`config.mk`:
```
export PLATFORM = sky130hd
export DESIGN_NAME = laser_range_trimmed_mean
export DESIGN_NICKNAME = d
export VERILOG_FILES = /design/src/rtl/lrtm_pkg.sv /design/src/rtl/lrtm_accum.sv /design/src/rtl/lrtm_held_ram.sv /design/src/rtl/lrtm_level.sv /design/src/rtl/laser_range_trimmed_mean.sv
export SDC_FILE = /design/constraint.sdc
export NUM_CORES = 1
export LEC_CHECK = 0
export ABC_AREA = 1
export ABC_CLOCK_PERIOD_IN_PS = 8900
export BUFFER_PORTS_ARGS = -buffer_cell sky130_fd_sc_hd__clkbuf_2
export CAP_MARGIN = 20
export CORE_MARGIN = 3
export CORE_UTILIZATION = 45
export CTS_CLUSTER_DIAMETER = 100
export DETAILED_ROUTE_END_ITERATION = 8
export PLACE_DENSITY_LB_ADDON = 0.1
export SLEW_MARGIN = 20
export SYNTH_ARGS = -nofsm -noshare
export SYNTH_HDL_FRONTEND = slang
export SYNTH_SLANG_ARGS = --single-unit
```
`constraint.sdc`:
```
create_clock -name i_clk -period 8.9 [get_ports i_clk]
set_input_delay 1.335 -clock i_clk [delete_from_list [all_inputs] [get_ports i_clk]]
set_output_delay 1.335 -clock i_clk [all_outputs]
set_load 0.02 [all_outputs]
```
`src/rtl/lrtm_pkg.sv`:
```
// Package: shared types, constants and register codes for the laser range trimmed-mean filter.
package lrtm_pkg;

    // Configuration of the sampling scheme
    localparam int CHANNELS = 5;
    localparam int SAMPLES  = 7;

    // Field widths
    localparam int BYTE_W   = 8;
    localparam int DIST_W   = 10;
    localparam int BAND_W   = 8;
    localparam int SUM_W    = 13;
    localparam int CNT_W    = 3;
    localparam int CHAN_W   = 3;
    localparam int HGT_W    = 12;
    localparam int CH_AW    = (CHANNELS > 1) ? $clog2(CHANNELS) : 1;

    // Frame markers
    localparam logic [BYTE_W-1:0] HEAD_OK = 8'h75;
    localparam logic [BYTE_W-1:0] TAIL_OK = 8'h07;

    // Divide by the number of kept samples as a reciprocal multiply
    localparam int DIVISOR     = SAMPLES - 2;
    localparam int RECIP_SHIFT = 16;
    localparam int RECIP_W     = RECIP_SHIFT + 1;
    localparam int PROD_W      = SUM_W + RECIP_W;
    localparam logic [RECIP_W-1:0] RECIP =
        RECIP_W'(((2 ** RECIP_SHIFT) + DIVISOR - 1) / DIVISOR);

    // Configuration register indexes
    localparam int CFG_IDX_W = 3;
    localparam int CFG_DATA_W = 10;
    localparam logic [CFG_IDX_W-1:0] CFG_SENSOR_LIMIT    = 3'd0;
    localparam logic [CFG_IDX_W-1:0] CFG_MOUNT_OFFSET    = 3'd1;
    localparam logic [CFG_IDX_W-1:0] CFG_LEVEL_LIMIT     = 3'd2;
    localparam logic [CFG_IDX_W-1:0] CFG_CHANGE_DEADBAND = 3'd3;
    localparam logic [CFG_IDX_W-1:0] CFG_BASE_HEIGHT     = 3'd4;

    // Register reset values
    localparam logic [DIST_W-1:0] RST_SENSOR_LIMIT    = 10'd1000;
    localparam logic [DIST_W-1:0] RST_MOUNT_OFFSET    = 10'd100;
    localparam logic [DIST_W-1:0] RST_LEVEL_LIMIT     = 10'd500;
    localparam logic [BAND_W-1:0] RST_CHANGE_DEADBAND = 8'd2;
    localparam logic [DIST_W-1:0] RST_BASE_HEIGHT     = 10'd350;

    typedef struct packed {
        logic [BYTE_W-1:0] frame_head;
        logic [BYTE_W-1:0] range_high;
        logic [BYTE_W-1:0] range_low;
        logic [BYTE_W-1:0] frame_tail;
    } t_in;

    typedef struct packed {
        logic [CHAN_W-1:0]       channel;
        logic [DIST_W-1:0]       level;
        logic [DIST_W-1:0]       held_level;
        logic                    level_changed;
        logic signed [HGT_W-1:0] object_height;
        logic                    round_done;
    } t_out;

    typedef struct packed {
        logic [DIST_W-1:0] sensor_limit;
        logic [DIST_W-1:0] mount_offset;
        logic [DIST_W-1:0] level_limit;
        logic [BAND_W-1:0] change_deadband;
        logic [DIST_W-1:0] base_height;
    } t_cfg;

    // One finished sample group, handed from the accumulator to the level stages
    typedef struct packed {
        logic [SUM_W-1:0]  sum;
        logic [DIST_W-1:0] max;
        logic [DIST_W-1:0] min;
        logic [CHAN_W-1:0] channel;
        logic              done;
    } t_grp;

endpackage

```
`src/rtl/lrtm_accum.sv`:
```
// Sample accumulator: frame check, distance clamp, running sum, min and max per group.
module lrtm_accum (
    input  logic            i_clk,
    input  logic            i_rst_n,
    input  logic            i_valid,
    input  lrtm_pkg::t_in   i_data,
    input  logic            i_hold,
    input  lrtm_pkg::t_cfg  i_cfg,
    output logic            o_stall,
    output logic            o_grp_valid,
    output lrtm_pkg::t_grp  o_grp
);
    import lrtm_pkg::*;

    logic [CNT_W-1:0]  r_cnt;
    logic [CHAN_W-1:0] r_chan;
    logic [SUM_W-1:0]  r_sum;
    logic [DIST_W-1:0] r_max;
    logic [DIST_W-1:0] r_min;
    logic [DIST_W-1:0] r_last;

    logic              accept;
    logic              good;
    logic [15:0]       d_sel;
    logic [DIST_W-1:0] d;
    logic [SUM_W-1:0]  n_sum;
    logic [DIST_W-1:0] n_max;
    logic [DIST_W-1:0] n_min;
    logic              close;
    logic              last_chan;

    assign o_stall = i_hold;
    assign accept  = i_valid & ~i_hold;

    // Pick the frame distance or reuse the last one, then clamp
    always_comb begin
        good  = (i_data.frame_head == HEAD_OK) && (i_data.frame_tail == TAIL_OK);
        d_sel = good ? {i_data.range_high, i_data.range_low} : {6'd0, r_last};
        d     = (d_sel > {6'd0, i_cfg.sensor_limit}) ? i_cfg.sensor_limit : d_sel[DIST_W-1:0];
    end

    // Running statistics including this beat
    always_comb begin
        n_sum     = r_sum + SUM_W'(d);
        n_max     = (d > r_max) ? d : r_max;
        n_min     = (d < r_min) ? d : r_min;
        close     = accept && (r_cnt == CNT_W'(SAMPLES - 1));
        last_chan = (r_chan == CHAN_W'(CHANNELS - 1));
    end

    assign o_grp_valid   = close;
    assign o_grp.sum     = n_sum;
    assign o_grp.max     = n_max;
    assign o_grp.min     = n_min;
    assign o_grp.channel = r_chan;
    assign o_grp.done    = last_chan;

    // Advance the group state on every accepted beat, restart on close
    always_ff @(posedge i_clk) begin
        if (!i_rst_n) begin
            r_cnt  <= '0;
            r_chan <= '0;
            r_sum  <= '0;
            r_max  <= '0;
            r_min  <= '1;
            r_last <= '0;
        end else if (accept) begin
            r_last <= d;
            if (close) begin
                r_cnt  <= '0;
                r_sum  <= '0;
                r_max  <= '0;
                r_min  <= '1;
                r_chan <= last_chan ? '0 : r_chan + 1'b1;
            end else begin
                r_cnt  <= r_cnt + 1'b1;
                r_sum  <= n_sum;
                r_max  <= n_max;
                r_min  <= n_min;
            end
        end
    end

endmodule

```
`src/rtl/lrtm_held_ram.sv`:
```
// Held-level memory: one entry per channel, registered read, valid bits for reset to zero.
module lrtm_held_ram (
    input  logic                         i_clk,
    input  logic                         i_rst_n,
    input  logic                         i_rd_en,
    input  logic [lrtm_pkg::CH_AW-1:0]   i_rd_addr,
    input  logic                         i_wr_en,
    input  logic [lrtm_pkg::CH_AW-1:0]   i_wr_addr,
    input  logic [lrtm_pkg::DIST_W-1:0]  i_wr_data,
    output logic [lrtm_pkg::DIST_W-1:0]  o_rd_data
);
    import lrtm_pkg::*;

    logic [DIST_W-1:0]   r_mem [CHANNELS];
    logic [CHANNELS-1:0] r_vld;
    logic [DIST_W-1:0]   r_rd;

    // Write the entry
    always_ff @(posedge i_clk) begin
        if (i_wr_en) begin
            r_mem[i_wr_addr] <= i_wr_data;
        end
    end

    // Mark written entries; reset makes every entry read as zero
    always_ff @(posedge i_clk) begin
        if (!i_rst_n) begin
            r_vld <= '0;
        end else if (i_wr_en) begin
            r_vld[i_wr_addr] <= 1'b1;
        end
    end

    // Read with forwarding of a same-cycle write to the same entry
    always_ff @(posedge i_clk) begin
        if (i_rd_en) begin
            if (i_wr_en && (i_wr_addr == i_rd_addr)) begin
                r_rd <= i_wr_data;
            end else if (r_vld[i_rd_addr]) begin
                r_rd <= r_mem[i_rd_addr];
            end else begin
                r_rd <= '0;
            end
        end
    end

    assign o_rd_data = r_rd;

endmodule

```
`src/rtl/lrtm_level.sv`:
```
// Level pipeline: trimmed mean, offset and clamp, deadband update and output register.
module lrtm_level (
    input  logic            i_clk,
    input  logic            i_rst_n,
    input  logic            i_grp_valid,
    input  lrtm_pkg::t_grp  i_grp,
    input  lrtm_pkg::t_cfg  i_cfg,
    input  logic            i_out_stall,
    output logic            o_hold,
    output logic            o_out_valid,
    output lrtm_pkg::t_out  o_out_data
);
    import lrtm_pkg::*;

    // Stage B: group totals
    logic              r_bv;
    t_grp              r_b;
    // Stage C: scaled product and held level read
    logic              r_cv;
    logic [PROD_W-1:0] r_c_prod;
    logic [CHAN_W-1:0] r_c_chan;
    logic              r_c_done;
    // Output register
    logic              r_ov;
    t_out              r_out;

    logic              b_adv;
    logic              c_adv;
    logic              out_take;
    logic [SUM_W-1:0]  trimmed;
    logic [PROD_W-1:0] n_prod;
    logic [DIST_W-1:0] held_old;
    logic [DIST_W-1:0] mean;
    logic [DIST_W-1:0] level_sub;
    logic [DIST_W-1:0] level;
    logic [DIST_W-1:0] diff;
    logic              changed;
    logic [HGT_W-1:0]  height;

    assign out_take = r_ov & ~i_out_stall;
    assign c_adv    = r_cv & (~r_ov | out_take);
    assign b_adv    = r_bv & (~r_cv | c_adv);
    assign o_hold   = r_bv & ~b_adv;

    // Drop largest and smallest, scale by the reciprocal of the kept count
    always_comb begin
        trimmed = r_b.sum - SUM_W'(r_b.min) - SUM_W'(r_b.max);
        n_prod  = PROD_W'(trimmed) * PROD_W'(RECIP);
    end

    // Offset, clamp, deadband and height
    always_comb begin
        mean      = r_c_prod[RECIP_SHIFT +: DIST_W];
        level_sub = (mean > i_cfg.mount_offset) ? mean - i_cfg.mount_offset : '0;
        level     = (level_sub > i_cfg.level_limit) ? i_cfg.level_limit : level_sub;
        diff      = (held_old > level) ? held_old - level : level - held_old;
        changed   = diff > {2'd0, i_cfg.change_deadband};
        height    = {2'd0, i_cfg.base_height}
                  - ({2'd0, level} + {2'd0, i_cfg.mount_offset});
    end

    lrtm_held_ram u_held (
        .i_clk     (i_clk),
        .i_rst_n   (i_rst_n),
        .i_rd_en   (b_adv),
        .i_rd_addr (r_b.channel[CH_AW-1:0]),
        .i_wr_en   (c_adv & changed),
        .i_wr_addr (r_c_chan[CH_AW-1:0]),
        .i_wr_data (level),
        .o_rd_data (held_old)
    );

    // Advance stage valids
    always_ff @(posedge i_clk) begin
        if (!i_rst_n) begin
            r_bv <= 1'b0;
            r_cv <= 1'b0;
            r_ov <= 1'b0;
        end else begin
            if (i_grp_valid) begin
                r_bv <= 1'b1;
            end else if (b_adv) begin
                r_bv <= 1'b0;
            end
            if (b_adv) begin
                r_cv <= 1'b1;
            end else if (c_adv) begin
                r_cv <= 1'b0;
            end
            if (c_adv) begin
                r_ov <= 1'b1;
            end else if (out_take) begin
                r_ov <= 1'b0;
            end
        end
    end

    // Load stage payloads
    always_ff @(posedge i_clk) begin
        if (i_grp_valid) begin
            r_b <= i_grp;
        end
        if (b_adv) begin
            r_c_prod <= n_prod;
            r_c_chan <= r_b.channel;
            r_c_done <= r_b.done;
        end
        if (c_adv) begin
            r_out.channel       <= r_c_chan;
            r_out.level         <= level;
            r_out.held_level    <= changed ? level : held_old;
            r_out.level_changed <= changed;
            r_out.object_height <= $signed(height);
            r_out.round_done    <= r_c_done;
        end
    end

    assign o_out_valid = r_ov;
    assign o_out_data  = r_out;

endmodule

```
`src/rtl/laser_range_trimmed_mean.sv`:
```
// Top level: configuration registers, sample accumulator and level pipeline.
// Throughput: one sample beat per cycle while o_in_stall is low; one result per completed channel group.
// A group's result passes stage B, stage C and the output register; a result stall can hold any of them.
// The held-level memory read and its deadband write-back close in stage C.
// Reset (synchronous, active low) restores register defaults and zeroes all held levels
// at once; the block accepts beats in the first cycle after reset.
module laser_range_trimmed_mean (
    input  logic                              i_clk,
    input  logic                              i_rst_n,
    input  logic                              i_in_valid,
    output logic                              o_in_stall,
    input  lrtm_pkg::t_in                     i_in_data,
    output logic                              o_out_valid,
    input  logic                              i_out_stall,
    output lrtm_pkg::t_out                    o_out_data,
    input  logic                              i_cfg_we,
    input  logic [lrtm_pkg::CFG_IDX_W-1:0]    i_cfg_idx,
    input  logic [lrtm_pkg::CFG_DATA_W-1:0]   i_cfg_data
);
    import lrtm_pkg::*;

    t_cfg r_cfg;
    logic hold;
    logic grp_valid;
    t_grp grp;

    // Write configuration registers; unknown indexes are ignored
    always_ff @(posedge i_clk) begin
        if (!i_rst_n) begin
            r_cfg.sensor_limit    <= RST_SENSOR_LIMIT;
            r_cfg.mount_offset    <= RST_MOUNT_OFFSET;
            r_cfg.level_limit     <= RST_LEVEL_LIMIT;
            r_cfg.change_deadband <= RST_CHANGE_DEADBAND;
            r_cfg.base_height     <= RST_BASE_HEIGHT;
        end else if (i_cfg_we) begin
            case (i_cfg_idx)
                CFG_SENSOR_LIMIT: begin
                    r_cfg.sensor_limit <= i_cfg_data[DIST_W-1:0];
                end
                CFG_MOUNT_OFFSET: begin
                    r_cfg.mount_offset <= i_cfg_data[DIST_W-1:0];
                end
                CFG_LEVEL_LIMIT: begin
                    r_cfg.level_limit <= i_cfg_data[DIST_W-1:0];
                end
                CFG_CHANGE_DEADBAND: begin
                    r_cfg.change_deadband <= i_cfg_data[BAND_W-1:0];
                end
                CFG_BASE_HEIGHT: begin
                    r_cfg.base_height <= i_cfg_data[DIST_W-1:0];
                end
                default: begin
                end
            endcase
        end
    end

    lrtm_accum u_accum (
        .i_clk       (i_clk),
        .i_rst_n     (i_rst_n),
        .i_valid     (i_in_valid),
        .i_data      (i_in_data),
        .i_hold      (hold),
        .i_cfg       (r_cfg),
        .o_stall     (o_in_stall),
        .o_grp_valid (grp_valid),
        .o_grp       (grp)
    );

    lrtm_level u_level (
        .i_clk       (i_clk),
        .i_rst_n     (i_rst_n),
        .i_grp_valid (grp_valid),
        .i_grp       (grp),
        .i_cfg       (r_cfg),
        .i_out_stall (i_out_stall),
        .o_hold      (hold),
        .o_out_valid (o_out_valid),
        .o_out_data  (o_out_data)
    );

endmodule

```
==> impl_results.rst, run 1 <==
.. list-table::
   :header-rows: 1

   * - Metric
     - Value
   * - Clk slew on worst S/H paths
     - 0.06 ns
   * - DRT Pass-1 Iters
     - 5
   * - Number of buffers inserted by hold repair at cts
     - 0
   * - Highest Clock Rate
     - 127 MHz
   * - Cell row count
     - 70
   * - Synthesis-to-layout area growth
     - 11.1%
   * - Count of yosys warnings during synthesis
     - 0
   * - Global-route wire length before repair
     - 65400 microns
   * - HP Class
     - register to register
   * - Unique masters post-synth
     - 56
   * - Outcome
     - complete, no violations
   * - # IOs
     - 89
   * - Normalized max-slew margin
     - 0.417
   * - CTS resizes
     - 0
   * - Startpoint type of the worst setup path
     - register
   * - Initial antenna violation count
     - 0
   * - GP Congestion
     - 0.906
   * - Die Span Y
     - 200 microns
   * - Endpoint of the worst register-to-register path
     - u_level.u_held.r_mem[4][8]
   * - Detailed-route DRC error count
     - 0
   * - Static Leak
     - 8.80 nW
   * - Gate count after technology mapping
     - 1880
   * - Worst-case clock buffer depth
     - 3
   * - Startpoint of the most critical setup path
     - r_cfg[30]
   * - Most frequent cells after synthesis
     - sky130_fd_sc_hd__nand2_1, sky130_fd_sc_hd__inv_1, sky130_fd_sc_hd__ha_1
   * - Post-route fraction of the period consumed by the critical path
     - 0.882
   * - Startpoint of the tightest hold check path
     - u_level.r_c_done
   * - Setup slack of the critical path after layout
     - 1.05 ns
   * - Synth Net Count
     - 2192
   * - Max-capacitance violation count
     - 0
   * - Area of the core region
     - 0.0368 sq mm
   * - Buffer type at the clock tree root
     - sky130_fd_sc_hd__clkbuf_16
   * - Detail Route Antenna Nets
     - 0
   * - Via count of the first global-routing pass
     - 12300
   * - Area fraction of the dominant cell type after synthesis
     - 0.264
   * - Aggregate negative setup slack
     - 0 ns
   * - Part of the Yosys area used for sequential elements
     - 0.392
   * - Number of failing hold endpoints at the final stage
     - 0
   * - CTS Buf Count
     - 30
   * - Number of inserted filler cells in the final layout
     - 3455
   * - Die X-Extent
     - 200 microns
   * - CP max FO
     - 37
   * - IR drop worst, VDD
     - 0.138 mV
   * - Vias per std cell
     - 5.13
   * - Final Util
     - 0.509
   * - Post-CTS Repair Setup Buffers
     - 0
   * - Number of diodes added for antenna fixing
     - 0
   * - Top cell by count, worst path
     - sky130_fd_sc_hd__inv_1
   * - Slew Viols, Final
     - 0
   * - Die Area
     - 0.0398 sq mm
   * - Register-to-Register Setup Slack
     - 1.05 ns
   * - Critical Path Max Stage Delay
     - 0.40 ns
   * - Overall routed net length
     - 41100 microns
   * - Hold path cells
     - 0
   * - Required time worst endpoint
     - 9.15 ns
   * - RSZ-0062 raised after global routing
     - false
   * - Number of port buffers
     - 88
   * - Clock latency of the later-clocked register in the worst-skew pair
     - 0.59 ns
   * - Final clock skew
     - 0.0412 ns
   * - Routed via count
     - 12600
   * - Place WS
     - 1.07 ns
   * - Final Net Count
     - 2279
   * - CTS tree
     - built
   * - Tmin final
     - 7.85 ns
   * - Routed WL per cell
     - 16.7 microns
   * - Top flip-flop cell by instance count after synthesis
     - sky130_fd_sc_hd__edfxtp_1
   * - Hold Worst Slack
     - 0.426 ns
   * - Most used standard cell by instance count after synthesis
     - sky130_fd_sc_hd__nand2_1
   * - Maximum number of pins on one net before global-route repair
     - 57
   * - CTS H-Tree Depth
     - 1
   * - Area contributors post-synth
     - sky130_fd_sc_hd__edfxtp_1, sky130_fd_sc_hd__ha_1, sky130_fd_sc_hd__dfxtp_1, sky130_fd_sc_hd__nand2_1, sky130_fd_sc_hd__fa_1
   * - Layout cell share with drive strength beyond 1
     - 0.0964
   * - Hold Path End
     - u_level.o_out_data[0]
   * - Classification of the worst setup path
     - register to register
   * - Final setup violation count
     - 0
   * - Transition time at the pin with the least slew margin
     - 0.873 ns
   * - Cell type with the highest aggregate area in the netlist
     - sky130_fd_sc_hd__edfxtp_1
   * - EDFF count, synth
     - 148
   * - Data arrival time of the worst path
     - 8.09 ns
   * - Total routing resource utilization after global routing
     - 0.207
   * - Global route overflow
     - 0
   * - Starting utilization of the core area
     - 0.458
   * - Initial DRC Count
     - 658
   * - Post-Synthesis Cell Area
     - 0.0169 sq mm
   * - Critical Path Sink Type
     - register
   * - Post-detailed-placement half-perimeter wirelength
     - 31100 microns
   * - Seq cells post-synth
     - 256
   * - Post-synthesis area per instance
     - 8.97 sq um
   * - Power Dens Cells
     - 160 mW/mm^2
   * - Logic depth of the worst register-to-register path
     - 53
   * - Async set-reset flop share out of synthesis
     - 0
   * - Fin area
     - 0.0187 sq mm
   * - Number of clock sinks seen by CTS
     - 256
   * - Beginning of the worst register-to-register path
     - r_cfg[30]
   * - Crit path max-delay cell type
     - sky130_fd_sc_hd__fa_1
   * - Post-DP Area
     - 0.0178 sq mm
[worst max-delay path, delay by kind of cell (launching register included)]
kind / cells / cell delay (ns)
buffers and inverters: 10 / 1.25
AND/OR/NAND/NOR: 22 / 2.14
adder cells (fa/ha/maj): 5 / 1.55
AO/OA/AOI/OAI: 15 / 2.05
flip-flops: 1 / 0.34
XOR/XNOR: 1 / 0.14
[worst max-delay path by stage]
stage,depth (start not counted),end,slack (ns)
finish,53,u_level.u_held.r_mem[4][8],1.05
global route,49,u_level.u_held.r_mem[0][9],0.17
CTS,53,u_level.u_held.r_mem[0][9],1.04
detailed placement,53,u_level.u_held.r_mem[0][0],1.07
global placement,53,u_level.u_held.r_mem[1][0],1.28
floorplan,48,u_level.u_held.r_mem[0][0],2.02
[routing by layer]
| layer | GRT usage | wire length, microns |
|---|---|---|
| met3 | 0.0244 | 1300 |
| met5 | 0 | 0 |
| met1 | 0.275 | 18700 |
| met2 | 0.359 | 19900 |
| met4 | 0.0592 | 1220 |
[report_power, final]
| part | switching [mW] | total [mW] | internal [mW] |
|---|---|---|---|
| clock | 0.497 | 1.17 | 0.673 |
| combinational | 0.336 | 0.524 | 0.188 |
| sequential | 0.0122 | 1.31 | 1.29 |
[per-stage QoR]
step	total power, mW	std cells
after CTS	3.04	2459
after detailed placement	1.86	2403
after floorplan	1.72	1880
final	3.00	2459
after global placement	1.85	2402
after global routing	3.15	2459
[registers in the layout, indices dropped and copies added, names as in the netlist, 5 cells and up, named ones only]
name and flops:
u_accum.r_last 10, u_accum.r_max 10, u_accum.r_min 10, u_level.o_out_data 37, r_cfg 48, u_level.u_held.o_rd_data 10, u_level.u_held.r_mem 50, u_level.r_b 37
u_level.r_c_prod 10, u_level.u_held.r_vld 5, u_accum.r_sum 13
[area by class of cell]
| type | count | area [sq um] | area share |
|---|---|---|---|
| Sequential cell | 256 | 6610 | 0.353 |
| Tap cell | 468 | 586 | 0.0313 |
| Clock buffer | 45 | 861 | 0.0459 |
| Multi-Input combinational cell | 1276 | 8910 | 0.475 |
| Inverter | 302 | 1140 | 0.0608 |
| Timing Repair Buffer | 101 | 546 | 0.0291 |
| Clock inverter | 11 | 91.3 | 0.00488 |
[cell usage in the layout, fill, tap and decap left out, drive strengths merged, types with 59 or more instances in the layout]
cell type  count
nand2        371
nor2         100
edfxtp       148
a21oi        153
clkbuf       133
fa            59
inv          300
dfxtp        108
o21ai        136
ha           203
[logic make-up after synthesis]
logic type	Yosys count	share of synthesized area
AOI/OAI and AO/OA	370	0.127
xor gates and xnor gates	65	0.0338
adders and majority gates	262	0.221
buffers and inverters	348	0.0805
DFF	256	0.392
and+or+nand+nor	579	0.147
Note: power is estimated with default switching activity, not from simulation.
==> inputs of run 2 (changes only) <==
Settings changed: ABC_AREA 1 to not set.
==> run 2 against run 1 <==
Net effect:
- critical path type unchanged
- hold slack improved by 0.0046 ns
- sequential power shrank 3%
- largest power group unchanged
- clock power is 8% higher
- via count decreased by 5.6%
- fmax down 6.9%
- sequential cell count unchanged
- utilization rose by 0.89 points
- wire length fell by 1.5%
==> impl_results.rst, run 2 <==
.. list-table::
   :header-rows: 1

   * - Metric
     - Value
   * - Maximum number of pins on one net before global-route repair
     - 42 (-26%)
   * - Max reg flops
     - 50 (unchanged)
   * - Area fraction of the dominant cell type after synthesis
     - 0.265 (+0.00181)
   * - Synth Net Count
     - 1925 (-12%)
   * - End point of the critical path
     - u_level.u_held.o_rd_data[0]
   * - Initial DRC Count
     - 537 (-18%)
   * - Power Dens Cells
     - 147 mW/mm^2 (-8.0%)
   * - Final Util
     - 0.518 (+0.00893)
   * - Power consumption
     - 2.80 mW (-6.8%)
   * - Outcome
     - complete, no violations
   * - Hold path cells
     - 0 (unchanged)
   * - Detail Route Antenna Nets
     - 0 (unchanged)
   * - RSZ-0062 raised after global routing
     - false
   * - Clk slew on worst S/H paths
     - 0.06 ns (about the same)
   * - Max-capacitance violation count
     - 0 (unchanged)
   * - # IOs
     - 89 (unchanged)
   * - Crit path max-delay cell type
     - sky130_fd_sc_hd__fa_1
   * - Die Area
     - 0.0396 sq mm (-0.67%)
   * - Top cell by count, worst path
     - sky130_fd_sc_hd__o21a_1
   * - Die Span Y
     - 199 microns (-0.33%)
   * - Beginning of the worst register-to-register path
     - u_level.r_c_prod[16]
   * - Number of diodes added for antenna fixing
     - 0 (unchanged)
   * - Cell row count
     - 70 (unchanged)
   * - Setup slack of the critical path after layout
     - 0.473 ns (-0.579 ns)
   * - Routed WL per cell
     - 18.3 microns (+9.5%)
   * - Die X-Extent
     - 199 microns (-0.33%)
   * - Global route hottest layer
     - met2
   * - Synthesis-to-layout area growth
     - 13.3%
   * - Highest Clock Rate
     - 119 MHz (-6.9%)
   * - Largest registers
     - u_level.u_held.r_mem x50, r_cfg x48
   * - Critical Path Sink Type
     - register
   * - Global-route met3 utilization
     - 0.0286 (+0.00418)
   * - Fin area
     - 0.0190 sq mm (+1.3%)
   * - Area contributors post-synth
     - sky130_fd_sc_hd__edfxtp_1, sky130_fd_sc_hd__ha_1, sky130_fd_sc_hd__dfxtp_1, sky130_fd_sc_hd__fa_1, sky130_fd_sc_hd__nand2_1
   * - Register-to-Register Setup Slack
     - 0.47 ns (-0.58 ns)
   * - Most used standard cell by instance count after synthesis
     - sky130_fd_sc_hd__ha_1
   * - Vias per std cell
     - 5.38 (+5.0%)
   * - Critical Path Max Stage Delay
     - 0.42 ns (+0.02 ns)
   * - Number of inserted filler cells in the final layout
     - 3320 (-3.9%)
   * - Top flip-flop cell by instance count after synthesis
     - sky130_fd_sc_hd__edfxtp_1
   * - Reg with most FFs
     - u_level.u_held.r_mem
   * - Unique masters post-synth
     - 68 (+21%)
   * - Global-route wire length before repair
     - 65700 microns (+0.43%)
   * - Classification of the worst setup path
     - register to register
   * - Worst path top cell family by delay
     - compound AO/OA/AOI/OAI gates
   * - Clock latency of the later-clocked register in the worst-skew pair
     - 0.56 ns (-0.03 ns)
   * - Highest-count cells in the layout ignoring fill and taps
     - sky130_fd_sc_hd__ha_1, sky130_fd_sc_hd__nand2_1, sky130_fd_sc_hd__inv_1
   * - Number of failing hold endpoints at the final stage
     - 0 (unchanged)
   * - Part of the Yosys area used for sequential elements
     - 0.394 (+0.00269)
   * - Hold Worst Slack
     - 0.430 ns (+0.00459 ns)
   * - Async set-reset flop share out of synthesis
     - 0 (unchanged)
   * - Number of clock sinks seen by CTS
     - 256 (unchanged)
   * - Grt met1 use
     - 0.272 (-0.00268)
   * - DRT Pass-1 Iters
     - 5 (unchanged)
   * - Gate count after technology mapping
     - 1613 (-14%)
   * - Final Net Count
     - 2032 (-11%)
   * - Tmin final
     - 8.43 ns (+0.579 ns)
   * - EDFF count, synth
     - 148 (unchanged)
   * - Most frequent cells after synthesis
     - sky130_fd_sc_hd__ha_1, sky130_fd_sc_hd__nand2_1, sky130_fd_sc_hd__inv_1
   * - Post-synthesis area per instance
     - 10.4 sq um (+16%)
   * - Register cell area after layout
     - 0.00661 sq mm (about the same)
   * - Area of the core region
     - 0.0366 sq mm (-0.48%)
   * - Count of yosys warnings during synthesis
     - 0 (unchanged)
   * - GP Congestion
     - 0.865 (-4.6%)
   * - Overall routed net length
     - 40500 microns (-1.5%)
   * - Normalized max-slew margin
     - 0.306 (-0.112)
   * - Endpoint of the worst register-to-register path
     - u_level.u_held.o_rd_data[0]
   * - Seq cells post-synth
     - 256 (unchanged)
   * - Logic depth of the worst register-to-register path
     - 40 (-25%)
   * - Worst-case clock buffer depth
     - 3 (unchanged)
   * - Startpoint of the most critical setup path
     - u_level.r_c_prod[16]
   * - Data arrival time of the worst path
     - 8.74 ns (+0.65 ns)
   * - Post-route fraction of the period consumed by the critical path
     - 0.947 (+0.0651)
   * - HP Class
     - register to register
   * - IR drop worst, VDD
     - 0.147 mV (+6.2%)
   * - Final setup violation count
     - 0 (unchanged)
   * - Place WS
     - -0.000759 ns (-1.07 ns)
   * - Static Leak
     - 8.31 nW (-5.5%)
   * - Slew Viols, Final
     - 0 (unchanged)
   * - Leading cell type in the layout, fill and taps excluded
     - sky130_fd_sc_hd__ha_1
   * - Routed via count
     - 11900 (-5.6%)
   * - Initial antenna violation count
     - 1 (+1)
   * - Number of buffers inserted by hold repair at cts
     - 0 (unchanged)
   * - CP max FO
     - 10 (-73%)
   * - Post-detailed-placement half-perimeter wirelength
     - 30800 microns (-0.95%)
   * - Via count of the first global-routing pass
     - 12100 (-1.8%)
   * - Detailed-route DRC error count
     - 0 (unchanged)
   * - CTS tree
     - built
   * - Stages on the worst setup path
     - 40 (-25%)
   * - Startpoint type of the worst setup path
     - register
   * - Transition time at the pin with the least slew margin
     - 1.04 ns (+0.169 ns)
   * - Met2 Resource Use GR
     - 0.368 (+0.00955)
   * - Total routing resource utilization after global routing
     - 0.210 (+0.00256)
   * - Required time worst endpoint
     - 9.21 ns (+0.06 ns)
   * - Final clock skew
     - 0.0169 ns (-0.0243 ns)
   * - Number of port buffers
     - 88 (unchanged)
   * - Buffer type at the clock tree root
     - sky130_fd_sc_hd__clkbuf_16
   * - Layout cell share with drive strength beyond 1
     - 0.150 (+0.0532)
   * - CTS Buf Count
     - 31 (+3.3%)
   * - Global route overflow
     - 0 (unchanged)
   * - Crit path buf inv count
     - 5 (-5)
   * - CTS H-Tree Depth
     - 1 (unchanged)
   * - Starting utilization of the core area
     - 0.457 (-0.000951)
   * - Cell type with the highest aggregate area in the netlist
     - sky130_fd_sc_hd__edfxtp_1
   * - Area of the multi-input gates
     - 0.00944 sq mm (+6.0%)
   * - Post-Synthesis Cell Area
     - 0.0167 sq mm (-0.68%)
   * - Post-DP Area
     - 0.0178 sq mm (+0.29%)
run 2: worst reg2reg max path: cells and delay by family (launching register included):
family,cells,cell delay (ns)
AOI/OAI and AO/OA,19,3.59
xor gates and xnor gates,1,0.20
adders and majority gates,5,1.50
buffers and inverters,5,0.55
DFF,1,0.35
muxes,3,1.04
and+or+nand+nor,7,0.94
run 2: worst min-delay path by stage:
stage | from | endpoint
5_1_grt | u_level.r_c_done | u_level.o_out_data[0]
3_3_place_gp | u_level.r_b[0] | u_level.r_c_done
6_report | u_level.r_c_done | u_level.o_out_data[0]
2_1_floorplan | u_level.r_c_done | u_level.o_out_data[0]
4_1_cts | u_level.r_c_done | u_level.o_out_data[0]
3_5_place_dp | u_level.r_c_done | u_level.o_out_data[0]
run 2: power by group:
group          switching [mW]  total, mW  internal [mW]
Sequential            0.00656       1.27           1.26
Clock                   0.500       1.26          0.760
Combinational           0.158      0.267          0.109
Total                   0.665       2.80           2.13
run 2: repair_timing:
action,4_1_cts,5_1_grt
pin swaps,0,5
buffers inserted,0,3
resized for setup,1,21
endpoints found under the setup margin,10,76
run 2: logic make-up after synthesis:
| kind of cell | after synthesis | share of synthesized area |
|---|---|---|
| compound gates | 321 | 0.127 |
| xor+xnor | 62 | 0.0324 |
| fa+ha+maj | 264 | 0.223 |
| buf+inv | 213 | 0.0481 |
| flops | 256 | 0.394 |
| mux | 88 | 0.0645 |
| simple gates | 409 | 0.110 |
run 2: metal layers:
metal | wire, microns | vias to the layer above | part of all wire
li1 | - | 5921 | -
met1 | 18100 | 5749 | 0.45
met2 | 19800 | 171 | 0.49
met3 | 1430 | 62 | 0.035
met4 | 1200 | 2 | 0.030
met5 | 20 | - | 0.00049
run 2: through the flow:
stage	cells	TNS (ns)
2_1_floorplan	1613	-7.29
3_3_place_gp	2152	0
3_5_place_dp	2152	-0.000759
4_1_cts	2209	0
5_1_grt	2212	0
6_report	2212	0
run 2: area by class of cell:
| cell class | instances | area share |
|---|---|---|
| Tap cell | 468 | 0.0309 |
| Timing Repair Buffer | 119 | 0.0363 |
| Inverter | 168 | 0.0332 |
| Clock inverter | 20 | 0.0111 |
| Sequential cell | 256 | 0.348 |
| Multi-Input combinational cell | 1144 | 0.498 |
| Clock buffer | 37 | 0.0426 |
